[src/hdl/rtcu_pkg.sv]
// Shared types, constants, microcode encoding and calendar helpers of the RTC tracker.
package rtcu_pkg;

  localparam int unsigned PcW = 4;
  localparam int unsigned CntW = 8;
  localparam int unsigned AccW = 32;

  localparam logic [31:0] SecPerDay = 32'd86400;
  localparam logic [31:0] SecPerHour = 32'd3600;
  localparam logic [31:0] SecPerMin = 32'd60;
  localparam logic [31:0] SecPerLeapYear = 32'(366 * 86400);
  localparam logic [31:0] SecPerYear = 32'(365 * 86400);

  localparam logic [7:0] MaskSec = 8'h7F;
  localparam logic [7:0] MaskMin = 8'h7F;
  localparam logic [7:0] MaskHour = 8'h3F;
  localparam logic [7:0] MaskDay = 8'h3F;
  localparam logic [7:0] MaskMonth = 8'h1F;
  localparam logic [7:0] MaskYear = 8'hFF;

  // Offset from 1970 to 2000, and the years 2000+yy for the century rules.
  localparam logic [7:0] YearBase = 8'd30;
  localparam logic [7:0] YyCentury = 8'd100;
  localparam logic [7:0] YearIdxCentury = 8'd130;

  // Program steps.
  localparam logic [PcW-1:0] StWait = 4'd0;
  localparam logic [PcW-1:0] StDecide = 4'd1;
  localparam logic [PcW-1:0] StYears = 4'd2;
  localparam logic [PcW-1:0] StMStart = 4'd3;
  localparam logic [PcW-1:0] StMonths = 4'd4;
  localparam logic [PcW-1:0] StDay = 4'd5;
  localparam logic [PcW-1:0] StHour = 4'd6;
  localparam logic [PcW-1:0] StFast = 4'd7;
  localparam logic [PcW-1:0] StMinSec = 4'd8;
  localparam logic [PcW-1:0] StEmit = 4'd9;

  typedef enum logic [3:0] {
    OP_LOAD,
    OP_CLR,
    OP_ADD_YEAR,
    OP_CNT_ONE,
    OP_ADD_MONTH,
    OP_ADD_DAY,
    OP_ADD_HOUR,
    OP_ADD_MINSEC,
    OP_FAST,
    OP_EMIT
  } op_e;

  typedef enum logic [2:0] {
    CND_NEVER,
    CND_NO_IN,
    CND_NEAR,
    CND_YEAR_DONE,
    CND_MON_DONE,
    CND_OUT_BUSY
  } cond_e;

  // op runs when cond is false and the step falls to nxt; a true cond jumps to jmp.
  typedef struct packed {
    op_e            op;
    cond_e          cond;
    logic [PcW-1:0] jmp;
    logic [PcW-1:0] nxt;
  } ucode_t;

  typedef struct packed {
    logic near;
    logic year_done;
    logic mon_done;
    logic out_busy;
  } dp_flags_t;

  function automatic logic [7:0] bcd_dec(input logic [7:0] raw, input logic [7:0] mask);
    logic [7:0] v;
    v = raw & mask;
    return ({4'd0, v[7:4]} * 8'd10) + {4'd0, v[3:0]};
  endfunction

  // Year index k counts from 1970; leap when 1970+k is divisible by four, except 2100.
  function automatic logic [31:0] year_secs(input logic [CntW-1:0] k);
    return ((k[1:0] == 2'd2) && (k != YearIdxCentury)) ? SecPerLeapYear : SecPerYear;
  endfunction

  function automatic logic [31:0] month_secs(input logic [4:0] m, input logic leap);
    logic [31:0] days;
    case (m)
      5'd4, 5'd6, 5'd9, 5'd11: days = 32'd30;
      5'd2:                    days = leap ? 32'd29 : 32'd28;
      default:                 days = 32'd31;
    endcase
    return days * SecPerDay;
  endfunction

endpackage

[src/hdl/rtcu_ucode_rom.sv]
// Microcode table of the RTC tracker sequencer.
module rtcu_ucode_rom (
  input  logic [rtcu_pkg::PcW-1:0] pc_i,
  output rtcu_pkg::ucode_t         word_o
);
  import rtcu_pkg::*;

  always_comb begin
    unique case (pc_i)
      StWait:   word_o = '{op: OP_LOAD,       cond: CND_NO_IN,     jmp: StWait,   nxt: StDecide};
      StDecide: word_o = '{op: OP_CLR,        cond: CND_NEAR,      jmp: StFast,   nxt: StYears};
      StYears:  word_o = '{op: OP_ADD_YEAR,   cond: CND_YEAR_DONE, jmp: StMStart, nxt: StYears};
      StMStart: word_o = '{op: OP_CNT_ONE,    cond: CND_NEVER,     jmp: StMonths, nxt: StMonths};
      StMonths: word_o = '{op: OP_ADD_MONTH,  cond: CND_MON_DONE,  jmp: StDay,    nxt: StMonths};
      StDay:    word_o = '{op: OP_ADD_DAY,    cond: CND_NEVER,     jmp: StHour,   nxt: StHour};
      StHour:   word_o = '{op: OP_ADD_HOUR,   cond: CND_NEVER,     jmp: StMinSec, nxt: StMinSec};
      StFast:   word_o = '{op: OP_FAST,       cond: CND_NEVER,     jmp: StEmit,   nxt: StEmit};
      StMinSec: word_o = '{op: OP_ADD_MINSEC, cond: CND_NEVER,     jmp: StEmit,   nxt: StEmit};
      StEmit:   word_o = '{op: OP_EMIT,       cond: CND_OUT_BUSY,  jmp: StEmit,   nxt: StWait};
      default:  word_o = '{op: OP_LOAD,       cond: CND_NO_IN,     jmp: StWait,   nxt: StWait};
    endcase
  end

endmodule

[src/hdl/rtcu_datapath.sv]
// Datapath of the RTC tracker: decoded fields, accumulator, loop counter and output register.
module rtcu_datapath (
  input  logic                 clk_i,
  input  logic                 rst_ni,
  input  rtcu_pkg::op_e        op_i,
  input  logic                 op_en_i,
  input  logic [47:0]          in_data_i,
  input  logic                 out_ready_i,
  output logic                 out_valid_o,
  output logic [31:0]          out_seconds_o,
  output logic                 out_resynced_o,
  output rtcu_pkg::dp_flags_t  flags_o
);
  import rtcu_pkg::*;

  logic [6:0]          sec_q, min_q;
  logic [5:0]          hour_q, day_q;
  logic [4:0]          month_q;
  logic [7:0]          yy_q;
  logic [AccW-1:0]     acc_q;
  logic [CntW-1:0]     cnt_q;
  logic                rsync_q;
  logic [6:0]          last_q;
  logic [31:0]         count_q;
  logic                out_valid_q;
  logic [31:0]         out_data_q;
  logic                out_user_q;
  logic [7:0]          last_inc;
  logic                is_next;
  logic                yy_leap;
  logic [5:0]          day_m1;

  assign last_inc = {1'b0, last_q} + 8'd1;
  assign is_next  = ({1'b0, sec_q} == last_inc);
  assign yy_leap  = (yy_q[1:0] == 2'd0) && (yy_q != YyCentury);
  assign day_m1   = (day_q > 6'd1) ? (day_q - 6'd1) : 6'd0;

  assign flags_o.near      = (sec_q == last_q) || is_next;
  assign flags_o.year_done = (cnt_q == (yy_q + YearBase));
  assign flags_o.mon_done  = (cnt_q >= {3'd0, month_q});
  assign flags_o.out_busy  = out_valid_q && !out_ready_i;

  always_ff @(posedge clk_i) begin
    if (op_en_i) begin
      case (op_i)
        OP_LOAD: begin
          sec_q   <= 7'(bcd_dec(in_data_i[7:0], MaskSec));
          min_q   <= 7'(bcd_dec(in_data_i[15:8], MaskMin));
          hour_q  <= 6'(bcd_dec(in_data_i[23:16], MaskHour));
          day_q   <= 6'(bcd_dec(in_data_i[31:24], MaskDay));
          month_q <= 5'(bcd_dec(in_data_i[39:32], MaskMonth));
          yy_q    <= bcd_dec(in_data_i[47:40], MaskYear);
        end
        OP_CLR: begin
          acc_q   <= '0;
          cnt_q   <= '0;
          rsync_q <= 1'b1;
        end
        OP_ADD_YEAR: begin
          acc_q <= acc_q + year_secs(cnt_q);
          cnt_q <= cnt_q + 1'b1;
        end
        OP_CNT_ONE: cnt_q <= CntW'(1);
        OP_ADD_MONTH: begin
          acc_q <= acc_q + month_secs(cnt_q[4:0], yy_leap);
          cnt_q <= cnt_q + 1'b1;
        end
        OP_ADD_DAY:    acc_q <= acc_q + 32'({26'd0, day_m1} * SecPerDay);
        OP_ADD_HOUR:   acc_q <= acc_q + 32'({26'd0, hour_q} * SecPerHour);
        OP_ADD_MINSEC: acc_q <= acc_q + 32'({25'd0, min_q} * SecPerMin) + {25'd0, sec_q};
        OP_FAST: begin
          acc_q   <= count_q + {31'd0, is_next};
          rsync_q <= 1'b0;
        end
        OP_EMIT: begin
          out_data_q <= acc_q;
          out_user_q <= rsync_q;
        end
        default: ;
      endcase
    end
  end

  // Tracking state and output handshake.
  always_ff @(posedge clk_i or negedge rst_ni) begin
    if (!rst_ni) begin
      last_q      <= '0;
      count_q     <= '0;
      out_valid_q <= 1'b0;
    end else if (op_en_i && (op_i == OP_EMIT)) begin
      last_q      <= sec_q;
      count_q     <= acc_q;
      out_valid_q <= 1'b1;
    end else if (out_ready_i) begin
      out_valid_q <= 1'b0;
    end
  end

  assign out_valid_o    = out_valid_q;
  assign out_seconds_o  = out_data_q;
  assign out_resynced_o = out_user_q;

endmodule

[src/hdl/rtc_bcd_to_unix_time_tracker_unit.sv]
// Top level of the BCD RTC snapshot to Unix seconds tracker.
//
// Usage: each item on the slave stream is one snapshot of the raw BCD clock
// registers (seconds, minutes, hours, day, month, two-digit year). For every
// item one result leaves on the master stream: the running Unix seconds count
// in tdata and a resync flag in tuser.
// When the decoded second equals the last one, or is exactly one more, the
// held count is reported as is or plus one, through the decide, fast and emit
// steps, after which the sequencer waits for the next item. Otherwise the count
// is rebuilt from the calendar by a microcoded sequencer that adds one year per
// cycle from 1970 and one month per cycle.
// One item is worked on at a time; tready is high only while the sequencer
// waits for input, and a result waiting in the output register does not keep
// the next item from being taken.
// Reset clears the count, the last second and the output valid.
// A stalled receiver holds the result; the sequencer waits in its final step
// until the output register is free.
module rtc_bcd_to_unix_time_tracker_unit (
  input  logic        clk_i,
  input  logic        rst_ni,
  input  logic        s_axis_tvalid_i,
  output logic        s_axis_tready_o,
  // seconds_bcd[7:0], minutes_bcd[15:8], hours_bcd[23:16], day_bcd[31:24],
  // month_bcd[39:32], year_bcd[47:40]
  input  logic [47:0] s_axis_tdata_i,
  output logic        m_axis_tvalid_o,
  input  logic        m_axis_tready_i,
  // unix_seconds[31:0]
  output logic [31:0] m_axis_tdata_o,
  // resynced[0]
  output logic        m_axis_tuser_o
);
  import rtcu_pkg::*;

  logic [PcW-1:0] pc_q, pc_d;
  ucode_t         word;
  dp_flags_t      flags;
  logic           cond_true;

  rtcu_ucode_rom u_rom (
    .pc_i   (pc_q),
    .word_o (word)
  );

  always_comb begin
    case (word.cond)
      CND_NEVER:     cond_true = 1'b0;
      CND_NO_IN:     cond_true = !s_axis_tvalid_i;
      CND_NEAR:      cond_true = flags.near;
      CND_YEAR_DONE: cond_true = flags.year_done;
      CND_MON_DONE:  cond_true = flags.mon_done;
      CND_OUT_BUSY:  cond_true = flags.out_busy;
      default:       cond_true = 1'b0;
    endcase
    pc_d = cond_true ? word.jmp : word.nxt;
  end

  always_ff @(posedge clk_i or negedge rst_ni) begin
    if (!rst_ni) begin
      pc_q <= StWait;
    end else begin
      pc_q <= pc_d;
    end
  end

  assign s_axis_tready_o = (pc_q == StWait);

  rtcu_datapath u_dp (
    .clk_i          (clk_i),
    .rst_ni         (rst_ni),
    .op_i           (word.op),
    .op_en_i        (!cond_true),
    .in_data_i      (s_axis_tdata_i),
    .out_ready_i    (m_axis_tready_i),
    .out_valid_o    (m_axis_tvalid_o),
    .out_seconds_o  (m_axis_tdata_o),
    .out_resynced_o (m_axis_tuser_o),
    .flags_o        (flags)
  );

endmodule

[config.mk]
export PLATFORM = sky130hd
export DESIGN_NAME = rtc_bcd_to_unix_time_tracker_unit
export DESIGN_NICKNAME = d
export VERILOG_FILES = /design/src/hdl/rtcu_pkg.sv /design/src/hdl/rtcu_ucode_rom.sv /design/src/hdl/rtcu_datapath.sv /design/src/hdl/rtc_bcd_to_unix_time_tracker_unit.sv
export SDC_FILE = /design/constraint.sdc
export NUM_CORES = 1
export LEC_CHECK = 0
export ABC_AREA = 0
export BUFFER_PORTS_ARGS = -buffer_cell sky130_fd_sc_hd__buf_2
export CORE_MARGIN = 2
export CORE_UTILIZATION = 40
export DETAILED_ROUTE_END_ITERATION = 8
export GPL_TIMING_DRIVEN = 0
export PLACE_DENSITY = 0.58
export SLEW_MARGIN = 20
export SYNTH_ARGS = -nofsm -noshare
export SYNTH_HDL_FRONTEND = slang
export SYNTH_SLANG_ARGS = --single-unit
[constraint.sdc]
create_clock -name clk_i -period 17.3 [get_ports clk_i]
set_clock_uncertainty 0.15 [all_clocks]
set_input_delay 1.73 -clock clk_i [delete_from_list [all_inputs] [get_ports clk_i]]
set_output_delay 1.73 -clock clk_i [all_outputs]
set_load 0.01 [all_outputs]
Yosys cells after proc, flatten, opt, wreduce, memory -nomap -nowiden
Memories as Yosys holds them, arrays and structs flattened.
Index checks and enable logic that the tools add are counted.
{ "totals": {"reg_bits": 157, "mem_bits_ro": 240, "elab_cells": 106, "n_memories": 1} }
{ "op_classes": {"addsub": 17, "mul": 10, "order_cmp": 2, "eq_ne": 25, "muxes": 13, "bitwise_logic": 1, "n_reduce_logical": 22} }
{ "mem_list": {"columns": ["name", "words", "word_bits", "rd", "rd_clocked_by_memory_dff", "write_ports", "line", "text"], "rows": [
  ["(no name shown)", 16, 15, 1, 0, 0, "rtcu_ucode_rom.sv:9", "unique case (pc_i)"]
]} }
{ "ops": {"columns": ["operator", "n"], "rows": [
  ["$pmux 32 s7", 1],
  ["$add 32x32->32", 2],
  ["$mux 32", 2],
  ["$pmux 32 s2", 1],
  ["$add 32x1->32", 1],
  ["$add 32x13->32", 1],
  ["$add 32x18->32", 1],
  ["$add 32x23->32", 1],
  ["$add 32x7->32", 1],
  ["$mul 32x10->25 const B", 1],
  ["$pmux 8 s3", 1],
  ["$mux 18", 1],
  ["$eq 4x3->1 const B", 4],
  ["$mul 6x10->16 const B", 1],
  ["$add 7x4->7", 2],
  ["$mul 6x8->14 const B", 1],
  ["$add 6x4->6", 2],
  ["$mul 3x3->6 const B", 2],
  ["$mul 7x4->11 const B", 1],
  ["$eq 5x3->1 const B", 2],
  ["$eq 5x4->1 const B", 2],
  ["$mul 2x3->5 const B", 2],
  ["$reduce_and 2->1", 5],
  ["$add 7x1->8 const B", 1],
  ["other kinds (38)", 51]
]} }

Longest topological paths before layout
Gate-level depths: netlist (run 1).
{ "logic_depth": {"ltp_word": 9, "ltp_mapped": 27, "ltp_nobuf": 26} }

Hierarchy
From an unflattened synthesis (run 1), not the netlist that was laid out.
{ "hier_totals": {"hier_cells": 1481, "hier_area_um2": 13869.6} }
{ "by_module_without_submodules": {"columns": ["module", "n_inst", "cells_each", "area_per_inst_um2", "seq_area_each_um2"], "rows": [
  ["rtcu_datapath", 1, 1417, 13321.5, 4394.2],
  ["rtcu_ucode_rom", 1, 47, 320.3, 0.0],
  ["rtc_bcd_to_unix_time_tracker_unit", 1, 17, 227.7, 100.1]
]} }

Worst setup path after synthesis (run 1)
No wires, ideal clock.
{ "synth_timing": {"path_type": "input to register", "start": "in s_axis_tvalid_i", "end": "reg u_dp.day_q[0] (enable)", "setup_time_ns": 0.533, "arrival_time_ns": 6.251, "t_required_ns": 16.617, "slack_ns": 10.367, "path_stages": 6, "path_buffers": 0, "cell_sequence": "nand3b_1 -> a211oi_1 -> a31oi_4 -> o31a_1 -> nand2_1 -> nor4_1"} }
{ "synth_via": {"elab_chain_len": 4} }
{ "synth_lines": {"columns": ["item", "line", "text"], "rows": [
  ["start: declaration", "rtc_bcd_to_unix_time_tracker_unit.sv:21", "input logic s_axis_tvalid_i,"],
  ["$logic_not 1->1", "rtc_bcd_to_unix_time_tracker_unit.sv:48", "CND_NO_IN: cond_true = !s_axis_tvalid_i;"],
  ["$pmux 1 s5", "rtc_bcd_to_unix_time_tracker_unit.sv:46", "case (word.cond)"],
  ["$not 1->1 (no line)", null, null],
  ["$reduce_and 2->1 (no line)", null, null],
  ["end signal: assignment", "rtcu_datapath.sv:50", "day_q <= 6'(bcd_dec(in_data_i[31:24], MaskDay));"],
  ["end: declaration", "rtcu_datapath.sv:17", "logic [5:0] hour_q, day_q;"]
]} }
No other way between the ends.
A chain may end at the register's enable or synchronous reset.

Final worst setup path (run 1)
{ "layout_timing": {"start": "reg u_dp.day_q[2]", "end": "reg u_dp.acc_q[28] (data pin)"} }
{ "layout_via": {"elab_chain_len": 5} }
{ "layout_lines": {"columns": ["item", "line", "text"], "rows": [
  ["$sub 6x1->6 / $gt 6x1->1 (equally long branches)", "rtcu_datapath.sv:36", "assign day_m1 = (day_q > 6'd1) ? (day_q - 6'd1) : 6'd0;"],
  ["$mux 6 *", "rtcu_datapath.sv:36", null],
  ["$mul 6x10->16 *", "rtcu_datapath.sv:68", "OP_ADD_DAY: acc_q <= acc_q + 32'({26'd0, day_m1} * SecPerDay);"],
  ["$add 32x23->32 *", "rtcu_datapath.sv:68", null],
  ["$pmux 32 s7 *", "rtcu_datapath.sv:45", "case (op_i)"],
  ["end signal: assignment", "rtcu_datapath.sv:68", null],
  ["end signal: assignment", "rtcu_datapath.sv:69", "OP_ADD_HOUR: acc_q <= acc_q + 32'({26'd0, hour_q} * SecPerHour);"],
  ["end signal: assignment", "rtcu_datapath.sv:70", "OP_ADD_MINSEC: acc_q <= acc_q + 32'({25'd0, min_q} * SecPerMin) + {25'd0, sec_q};"],
  ["end: declaration", "rtcu_datapath.sv:20", "logic [AccW-1:0] acc_q;"]
]} }
Every way passes the cells marked *; elsewhere a longest branch is shown, timed or not.

==> run_results.csv, run 1 <==
group,metric,value,unit
clocking,path_clk_slew,70,ps
timing,setup_viol,0,
synthesis,async_flop_share,0.2803,
worst_setup_path,cp-startpoint,"u_dp.day_q[2]$_DFFE_PP_",
global_route,grt_busiest_layer,"met2",
min_path,hold_class,"reg -> reg",
worst_setup_path,endpoint,"u_dp.acc_q[28]$_SDFFCE_PN0P_",
detailed_routing,route.detailed.drc,0,
timing,fin_tns_setup,0,ps
placement,dp_hpwl,28120,um
timing,slew_violations,0,
synthesis,syn_nets,1663,
synthesis,yosysSeqAreaShare,0.3157,
flow_run,drv_cap,0,
synthesis,synthTopCellsByArea,"edfxtp_1 24%, ha_1 16%, dfrtp_1 7.7%",
die,die_area,0.03711,sq mm
clocking,clkLatencyLatePin,460,ps
synthesis,synth_compound_area_frac,0.1721,
final_layout,fin_cells,1974,
worst_setup_path,r2r_setup_slack,10360,ps
synthesis,synthDistinctLibCells,95,
synthesis,syn-mean-instance-area,10.19,sq um
outcome,outcome,"finished clean",
global_route,use_met2,0.3329,
detailed_routing,routed_wl,36690,um
die,design.core.area,0.03531,sq mm
worst_setup_path,reg2reg_depth,24,
die,fp.dieH,192.6,um
die,std_cell_rows,69,
synthesis,ys_warn_count,0,
global_route,grt_overflow,0,
placement,dp_cells,1942,
synthesis,yosysMostFrequentCell,"ha_1",
synthesis,muxShareOfSynthArea,0.04685,
global_route,track_usage,0.2028,
clocking,tritoncts,"yes",
worst_setup_path,worstPathRequired,17350,ps
final_layout,nets,1766,
worst_setup_path,end_kind,"flop",
placement,gp_congestion,0.8851,
worst_setup_path,path_class,"reg -> reg",
clocking,max-clock-path-buffers,2,
detailed_routing,ant_nets,0,
final_layout,fillCellCount,3351,
synthesis,synth_fa_ha_area_frac,0.2060,
clocking,cts_setup_buffers,0,
synthesis,synth_top_family_by_area,"adder cells",
detailed_routing,first_pass_iters,5,
worst_setup_path,reg2reg_from,"u_dp.day_q[2]$_DFFE_PP_",
global_route,antenna_found_initial,0,
worst_setup_path,cp.arrival,6990,ps
clocking,cts_resized,0,
synthesis,synthFlopType,"edfxtp_1",
detailed_routing,drt_iter0_markers,723,
placement,io_buffers,77,
detailed_routing,viasPerCell,5.639,
synthesis,synthTopCellsByCount,"180 x ha_1, 113 x edfxtp_1, 106 x inv_1, 84 x nor2_1, 82 x a21oi_1",
final_layout,drive_above_1_share,0.1328,
clocking,ctsHoldBuffers,0,
worst_setup_path,critPathLaunchType,"flop",
clocking,cts_sinks,157,
synthesis,synth-seq-cells,157,
global_route,grt_pass1_vias,10893,
worst_setup_path,rr_endpoint,"u_dp.acc_q[28]$_SDFFCE_PN0P_",
worst_setup_path,crit_fanout,7,
timing,setup_ws,10360,ps
die,ios,87,
final_layout,regArea,0.004494,sq mm
final_layout,utilization,0.4497,
timing,worstMarginPinSlew,1136,ps
detailed_routing,wire_per_inst,18.59,um
global_route,grt_use_met3,0.02691,
clocking,numCtsBuffers,17,
die,die_width,192.6,um
clocking,root_buffer,"clkbuf_16",
placement,post-place-ws,10510,ps
final_layout,diodes,0,
final_layout,synthToLayoutAreaGrowth,11.56,%
synthesis,synth-xor-area-share,0.08860,
synthesis,yosys.area_share.simple,0.1241,
synthesis,yosys.area.top_type,"edfxtp_1",
timing,rsz0062_at_grt,"no",
timing,hold_viol,0,
synthesis,synth-edff-count,113,
die,start_util,0.4031,
timing,max_freq,0.1442,GHz
timing,fin_crit,6935,ps
global_route,grt_start_max_net_pins,45,
detailed_routing,vias,11132,
synthesis,synth_top_area_frac,0.2384,
timing,fin_crit_sh,0.4009,
final_layout,multi_input_area,0.009105,sq mm
global_route,grt_util_met1,0.2708,
synthesis,syn_area,0.01423,sq mm
timing,slew_headroom,0.2381,
global_route,grt_pass1_wl,58330,um
clocking,cts.htree.levels,4,
synthesis,syn_inst,1397,
==> state kept, by name, summed over array words and instances (netlist names) <==
register             flops
u_dp.sec_q               7
u_dp.day_q               6
u_dp.last_q              7
u_dp.count_q            32
u_dp.min_q               7
u_dp.cnt_q               8
u_dp.yy_q                8
pc_q                     4
u_dp.acc_q              32
u_dp.rsync_q             1
u_dp.hour_q              6
u_dp.out_valid_o         1
u_dp.month_q             5
u_dp.out_resynced_o      1
u_dp.out_seconds_o      32
==> worst min-delay path by stage <==
| stage | from | to | slack (ps) | depth (start not counted) |
|---|---|---|---|---|
| after global routing | u_dp.rsync_q$_DFFE_PP_ | u_dp.out_resynced_o$_DFFE_PP_ | 320 | 0 |
| after CTS | u_dp.acc_q[26]$_SDFFCE_PN0P_ | u_dp.out_seconds_o[26]$_DFFE_PP_ | 330 | 0 |
| after floorplan | u_dp.rsync_q$_DFFE_PP_ | u_dp.out_resynced_o$_DFFE_PP_ | 250 | 0 |
| after detailed placement | u_dp.acc_q[25]$_SDFFCE_PN0P_ | u_dp.out_seconds_o[25]$_DFFE_PP_ | 310 | 0 |
| after global placement | u_dp.acc_q[26]$_SDFFCE_PN0P_ | u_dp.out_seconds_o[26]$_DFFE_PP_ | 300 | 0 |
| final | u_dp.acc_q[26]$_SDFFCE_PN0P_ | u_dp.out_seconds_o[26]$_DFFE_PP_ | 320 | 0 |
==> worst max-delay path, cell delays in order (launching register included) <==
cell and delay [ps]:
edfxtp_1 450, or3_1 360, nor3_1 490, nand2b_1 230, inv_1 110, ha_1 340
ha_1 310, ha_1 240, fa_1 410, a21o_1 230, a311oi_1 440, o21bai_1 130
a21oi_1 180, xnor2_1 160, a21oi_1 100, nor2_1 230, ha_1 280, clkbuf_1 180
nor3_1 240, a211oi_1 90, a21boi_0 330, nor2_1 80, a22oi_1 390, o21ai_0 180
a221o_1 350
==> layout by cell type (no fill, tap or decap), types with 34 or more instances in the layout <==
cell type,n
ha_1,180
o21ai_0,38
nand2_1,78
nand3_1,38
a21oi_1,82
fa_1,34
dfrtp_1,44
nor2_1,84
mux2_4,39
xor2_1,70
inv_1,106
buf_2,86
xnor2_1,74
edfxtp_1,113
==> metrics by stage <==
step / instance area (sq um) / hold slack, ps
after floorplan: 14230 / 250.3
after global placement: 15200 / 303.5
after detailed placement: 15280 / 313.0
after CTS: 15880 / 329.5
after global routing: 15880 / 323.1
final: 15880 / 321.1
==> layout make-up <==
cell class                      count  share of cell area
Buffer                             36             0.01647
Clock inverter                     15             0.01040
Inverter                          107             0.02529
Multi-Input combinational cell   1097              0.5734
Tap cell                          461             0.03632
Timing Repair Buffer               84             0.02836
Sequential cell                   157              0.2830
Clock buffer                       17             0.02679
==> per-layer routing <==
layer / wire [um] / share of wire
met1: 16970 / 0.46
met4: 1071 / 0.029
met3: 1601 / 0.044
met5: 0 / 0
met2: 17050 / 0.46
==> kinds of logic after synthesis <==
| logic type | Yosys count |
|---|---|
| AOI/OAI and AO/OA | 350 |
| buffers and inverters | 143 |
| adders and majority gates | 214 |
| and+or+nand+nor | 342 |
| muxes | 47 |
| DFF | 157 |
| xor gates and xnor gates | 144 |
Power of run 1 is left out: the tool's default activity adds up to more than one toggle a clock period on the data nets, which glitch-free logic cannot reach.
==> run 2, diff against run 1 <==
clock period = 6.9 ns   (was 17.3 ns; I/O delays follow)
==> run 2 against run 1 <==
  * Global-route usage unchanged
  * Final cell count about the same
  * Wire length up 0.14%
  * Sequential share of layout area down 0.051 points
  * Register-to-register slack worse by 10000 ps
  * Core utilization up 0.081 points
  * First-iteration DRC count up 5.9%
  * Critical path depth down 1
  * Worst hold slack worse by 200 ps
  * Count of clock-buffer cells in the layout unchanged
  * Die area unchanged
==> run_results.csv, run 2 (synthesis gave the netlist of run 1 again) <==
group,metric,value,unit
worst_setup_path,cp.arrival,6590,ps
die,design.core.area,0.03531,sq mm
worst_setup_path,cpMostUsedCell,"ha_1",
timing,max_freq,0.1529,GHz
timing,fin_hold_ws,116.3,ps
outcome,outcome,"finished clean",
timing,fin_crit,6540,ps
flow_run,drv_cap,0,
worst_setup_path,end_kind,"flop",
detailed_routing,drt_iter0_markers,766,
detailed_routing,vias,11096,
placement,dp_hpwl,28120,um
clocking,cts.htree.levels,4,
worst_setup_path,worstPathRequired,6950,ps
die,std_cell_rows,69,
timing,setup_viol,0,
timing,worstMarginPinSlew,1135,ps
timing,rsz0062_at_grt,"no",
worst_setup_path,crit_chain,"or3_1 > nor3_4 > nand2b_1 > inv_1 > ha_1 > ha_1 > ha_1 > fa_1 > a21o_1 > a311oi_2 > o21ai_0 > nand3_1 > and3_1 > xor2_1 > o221ai_1 > ha_1 > nand2_1 > nor2_1 > a21boi_0 > o31a_1 > o211ai_1 > nand3_1 > a221o_1",
placement,io_buffers,77,
detailed_routing,first_pass_iters,5,
die,die_width,192.6,um
clocking,numCtsBuffers,17,
detailed_routing,ant_nets,0,
detailed_routing,route.detailed.drc,0,
final_layout,layout_commonest_cell,"ha_1",
detailed_routing,routed_wl,36740,um
die,die_area,0.03711,sq mm
clocking,tritoncts,"yes",
clocking,max-clock-path-buffers,2,
die,ios,87,
placement,gp_congestion,0.8851,
final_layout,synthToLayoutAreaGrowth,11.76,%
die,fp.dieH,192.6,um
final_layout,nets,1765,
global_route,antenna_found_initial,0,
global_route,grt_pass1_wl,58330,um
worst_setup_path,critPathLaunchType,"flop",
die,start_util,0.4031,
clocking,path_clk_slew,70,ps
worst_setup_path,slowest_stage,"or3_1",
clocking,root_buffer,"clkbuf_16",
timing,slew_violations,0,
detailed_routing,viasPerCell,5.624,
worst_setup_path,path_class,"reg -> reg",
global_route,track_usage,0.2028,
final_layout,drive_above_1_share,0.1362,
worst_setup_path,r2r_setup_slack,360,ps
timing,hold_viol,0,
timing,slew_headroom,0.2408,
detailed_routing,wire_per_inst,18.62,um
final_layout,diodes,0,
global_route,grt_start_max_net_pins,45,
clocking,ctsHoldBuffers,0,
timing,fin_crit_sh,0.9478,
global_route,grt_pass1_vias,10893,
worst_setup_path,crit_fanout,6,
min_path,hold_class,"in -> async",
timing,fin_tns_setup,0,ps
clocking,cts_sinks,157,
worst_setup_path,cp_slowest_stage_delay,460,ps
global_route,grt_overflow,0,
final_layout,final_cell_mix,"180 x ha_1, 113 x edfxtp_1, 106 x inv_1",
clocking,clkLatencyLatePin,460,ps
-- run 2: cell types whose count changed in the layout (fill, tap and decap cells not counted), sizes merged --
cell,change
clkbuf,-1
-- run 2: worst paths after layout --
path	depth (start not counted)	endpoint	from
min in group clk_i	1	u_dp.sec_q[0]$_DFFE_PP_	s_axis_tdata_i[0]
max in group asynchronous	1	u_dp.last_q[5]$_DFFE_PN0P_	rst_ni
worst min register to register	0	u_dp.out_seconds_o[26]$_DFFE_PP_	u_dp.acc_q[26]$_SDFFCE_PN0P_
worst max-delay path	23	u_dp.acc_q[28]$_SDFFCE_PN0P_	u_dp.day_q[4]$_DFFE_PP_
worst max register to register	23	u_dp.acc_q[28]$_SDFFCE_PN0P_	u_dp.day_q[4]$_DFFE_PP_
worst min-delay path	1	u_dp.count_q[23]$_DFFE_PN0P_	rst_ni
-- run 2: worst max-delay path, delay by kind of cell, from the launching register on --
family | cells | cell delay [ps]
flip-flops | 1 | 420
AND/OR/NAND/NOR | 8 | 1580
adder cells (fa/ha/maj) | 5 | 1650
AO/OA/AOI/OAI | 8 | 2150
XOR/XNOR | 1 | 210
buffers and inverters | 1 | 110
-- run 2: routing by layer --
metal  global-route usage  wire, um  part of all wire  vias up
met4              0.07898      1043             0.028        0
li1                     -         -                 -     5393
met5                    0         0                 0        -
met2               0.3329     17220              0.47      257
met1               0.2708     17020              0.46     5389
met3              0.02691      1459             0.040       57
-- run 2: final cells by class --
| class | count | area, sq um |
|---|---|---|
| plain buffers | 35 | 257.7 |
| clock buffers | 17 | 425.4 |
| clock inverters | 15 | 165.2 |
| fillers | 3351 | 19400 |
| inverters | 107 | 401.6 |
| multi-input cells | 1097 | 9138 |
| flip-flops and latches | 157 | 4494 |
| well taps | 461 | 576.8 |
| repair buffers | 84 | 450.4 |
-- run 2: repair_timing --
item                       in CTS  in global routing
setup endpoints to repair       0                 10
gates resized for setup         0                  7
buffers inserted                0                  0
-- run 2: through the flow --
stage	worst slack (ps)	std cells	area, sq um	utilization
final	360.3	1973	15910	0.4506
after global routing	5.594	1973	15910	0.4506
after CTS	64.17	1974	15880	0.4496
after detailed placement	113.9	1942	15280	0.4329
after global placement	-2342	1935	15200	0.4304
after floorplan	588.5	1397	14230	-
Power of run 2 is left out for the same reason.
